<file path="config.mk">
export PLATFORM = sky130hd
export DESIGN_NAME = fsfla_ram
export DESIGN_NICKNAME = d
export VERILOG_FILES = /design/src/rtl/fsfla_ram.sv
export SDC_FILE = /design/constraint.sdc
export NUM_CORES = 1
export LEC_CHECK = 0
export ABC_AREA = 1
export BUFFER_PORTS_ARGS = -buffer_cell sky130_fd_sc_hd__buf_2
export CORE_UTILIZATION = 28
export DETAILED_ROUTE_END_ITERATION = 16
export GPL_TIMING_DRIVEN = 0
export MAX_ROUTING_LAYER = met4
export PLACE_DENSITY = 0.54
export SYNTH_ARGS = -nofsm -noshare
export SYNTH_HDL_FRONTEND = slang
export SYNTH_SLANG_ARGS = --single-unit
</file>
<file path="constraint.sdc">
create_clock -name clk -period 1.4 [get_ports clk]
set_clock_uncertainty 0.05 [all_clocks]
set_input_delay 0.21 -clock clk [delete_from_list [all_inputs] [get_ports clk]]
set_output_delay 0.21 -clock clk [all_outputs]
set_load 0.01 [all_outputs]
</file>
<file path="src/rtl/fsfla_ram.sv">
// ----------------------------------------------------------------------------
// fsfla_ram
// Simple dual-port RAM: one write port, one read port with registered data.
// ----------------------------------------------------------------------------
module fsfla_ram #(
	parameter int WIDTH  = 8,
	parameter int DEPTH  = 16,
	parameter int ADDR_W = $clog2(DEPTH)
) (
	input  logic              clk,
	input  logic              we,
	input  logic [ADDR_W-1:0] waddr,
	input  logic [WIDTH-1:0]  wdata,
	input  logic              re,
	input  logic [ADDR_W-1:0] raddr,
	output logic [WIDTH-1:0]  rdata
);

	logic [WIDTH-1:0] mem_q [DEPTH];

	always_ff @(posedge clk) begin
		if (we) begin
			mem_q[waddr] <= wdata;
		end
		if (re) begin
			rdata <= mem_q[raddr];
		end
	end

endmodule

</file>
==> impl_results.md <==
- RSZ-0062 raised after global routing: false
- Dominant cell type by area after synthesis: edfxtp_1
- Worst-path clk slew: 0.06 ns
- Worst r2r path cells: 6
- WL/cell: 16.8 um
- Layout filler cell count: 2,061
- Layout cells sized above 1: 13.2%
- Tcrit/Tclk final: 93.5%
- Drc violations: 0
- Setup bufs post-CTS: 0
- Initial antenna violation count: 0
- Setup Total Neg Slack: 0 ns
- Synth cell types: 11
- Core area: 20,400 sq um
- Cts hold-fix bufs: 0
- CP bufs+invs: 1
- CTS sink cnt: 136
- Post-synth top area share: 69.8%
- Dpl cell area: 6300 sq um
- Seq/Total Area, Yosys: 69.8%
- Most frequent cells in the layout: nand2_1, edfxtp_1, inv_1
- HPWL Detailed: 9710 um
- Highest ir drop seen on vdd: 0.891 mV
- Die W: 147 um
- Sw Ratio: 25.1%
- Commonest non-fill, non-tap cell in the layout: nand2_1
- Vias/cell: 4.38
- Hold slack: 0.0644 ns
- Status: finished, final reports clean
- # setup viols final: 0
- Die ar.: 21,500 sq um
- # rows: 52
- PwrDens: 1420 nW/um^2
- Worst path max stage delay: 0.70 ns
- Synth Instances: 551
- MaxCap Viol Count: 0
- Clock insertion delay at the later pin of the skew report: 0.43 ns
- Worst Setup SP: waddr[3]
- Flops & latches, synth: 136
- Vias in the first global route: 3,649
- Minimum clock period: 1.31 ns
- TritonCTS clock tree: done
- GP Congestion: 0.884
- Synth warn: 0
- Largest cells by area after synthesis: edfxtp_1, nand2_1, nand3_1
- Num ports: 27
- NetSw: 0.00246 W
- Worst min path class: input pin to flip-flop
- Crit Path Category: input pin to flip-flop
- Max Root-Sink Buffers: 2
- Clock share of power: 46.7%
- WP data required: 1.40 ns
- Drt pass-1 iters: 6
- Startpoint types: input pin
- Pleak: 2.92 nW
- Fmax achieved: 0.764 GHz
- DRC marker count from the first detailed-route iteration: 386
- Slew @ Worst Pin: 0.966 ns
- Reg power frac: 47.1%
- Port Buffers: 23
- R2r endpoint: rdata[0]
- Crit end category: flip-flop
- Nets: 612
- Area growth from synthesis to layout: 18.1%
- Inserted Clock Buffers: 17
- Drt total wl: 14,700 um
- Logic pwr share: 6.2%
- Die height: 147 um
- Crit-path leading delay family: simple AND/OR/NAND/NOR gates
- CP Max Fanout: 8
- Critical Path AT: 1.31 ns
- Final instance area: 6910 sq um
- Antenna-violating nets left: 0
- Starting density of the core: 28.7%
- Slew Limit Headroom: 35.4%
- Post-Syn Nets: 570
- Largest net degree at the start of global routing: 17
- Maximum level of the CTS H-tree: 4
- Reg2reg setup slack: 0.16 ns
- # diodes: 0
- Pint: 0.00732 W
- Hold Fails Final Rpt: 0
- R2R Path Start: mem_q[7][0]
- Remaining Overflow, GRT: 0
- Post-CTS sizing: 0
- CP max stage cell: nor2_1
- Netlist Area Pre-Place: 5850 sq um
- Routed via count: 3,839
- Slew Viols, Final: 0
- CP cell instances: buf_2, nand3b_1, nor2_1
- End of the critical path: mem_q[5][7]
- Avg Cell Area, Syn: 10.6 sq um
- GRT Total Usage: 14.9%
- Levels on crit path: 3
- First-pass GRT wire length: 22,300 um
- Root buf cell: clkbuf_16
cell families (layout without fill, tap and decap cells):
logic type | after synthesis | count (layout) | synth area share (%)
AND/OR/NAND/NOR | 289 | 289 | 20.8
flip-flops | 136 | 136 | 69.8
buffers and inverters | 126 | 181 | 9.39
metrics by stage:
stage / instances / total power (W) / setup WS, ns / utilization (%)
finish: 876 / 0.00977 / 0.0916 / 33.9
global route: 876 / 0.0100 / 0.0258 / 33.9
CTS: 876 / 0.00981 / 0.115 / 33.9
detailed placement: 844 / 0.00530 / -0.334 / 30.9
global placement: 844 / 0.00530 / -0.331 / 30.9
floorplan: 551 / 0.00502 / 0.189 / -
power by group through the flow:
stage | registers [W] | clock network (W) | logic (W)
after floorplan | 0.00470 | 0 | 0.000322
after global placement | 0.00469 | 0 | 0.000606
after detailed placement | 0.00469 | 0 | 0.000609
after CTS | 0.00460 | 0.00460 | 0.000612
after global routing | 0.00461 | 0.00476 | 0.000675
final | 0.00460 | 0.00456 | 0.000609
layout make-up:
cell class | count | area [sq um] | share of cell area [%]
multi-input combinational | 289 | 1210 | 17.6
tap | 270 | 338 | 4.89
timing repair buffer | 23 | 115 | 1.67
clock inverter | 15 | 180 | 2.61
sequential | 136 | 4080 | 59.1
inverter | 102 | 383 | 5.54
buffer | 24 | 166 | 2.41
clock buffer | 17 | 425 | 6.16
worst min-delay path by stage:
stage / from / to / slack (ns) / cells past startpoint
global placement: re / rdata[3] / 0.50 / 1
finish: re / rdata[6] / 0.06 / 1
CTS: re / rdata[0] / 0.06 / 1
detailed placement: re / rdata[3] / 0.50 / 1
global route: re / rdata[0] / 0.08 / 1
floorplan: wdata[0] / mem_q[0][0] / 0.26 / 0
Yosys cell counts:
cell type,number
edfxtp_1,136
buf_1,1
inv_2,2
nor2_1,17
nand3_1,97
inv_1,100
nand2_1,173
buf_6,6
buf_4,4
nand3b_1,2
buf_2,13
flip-flops by register name (all words and copies together) (netlist names):
name,cells
rdata,8
mem_q,128
routing by layer:
| layer | part of all wire, % | GRT usage [%] | up-vias |
|---|---|---|---|
| li1 | - | - | 1875 |
| met1 | 50 | 21.7 | 1822 |
| met2 | 43 | 20.7 | 130 |
| met3 | 6.5 | 2.75 | 12 |
| met4 | 1.0 | 4.69 | 0 |
| met5 | 0 | - | - |
No activity file was read; power rests on OpenSTA's default activity.
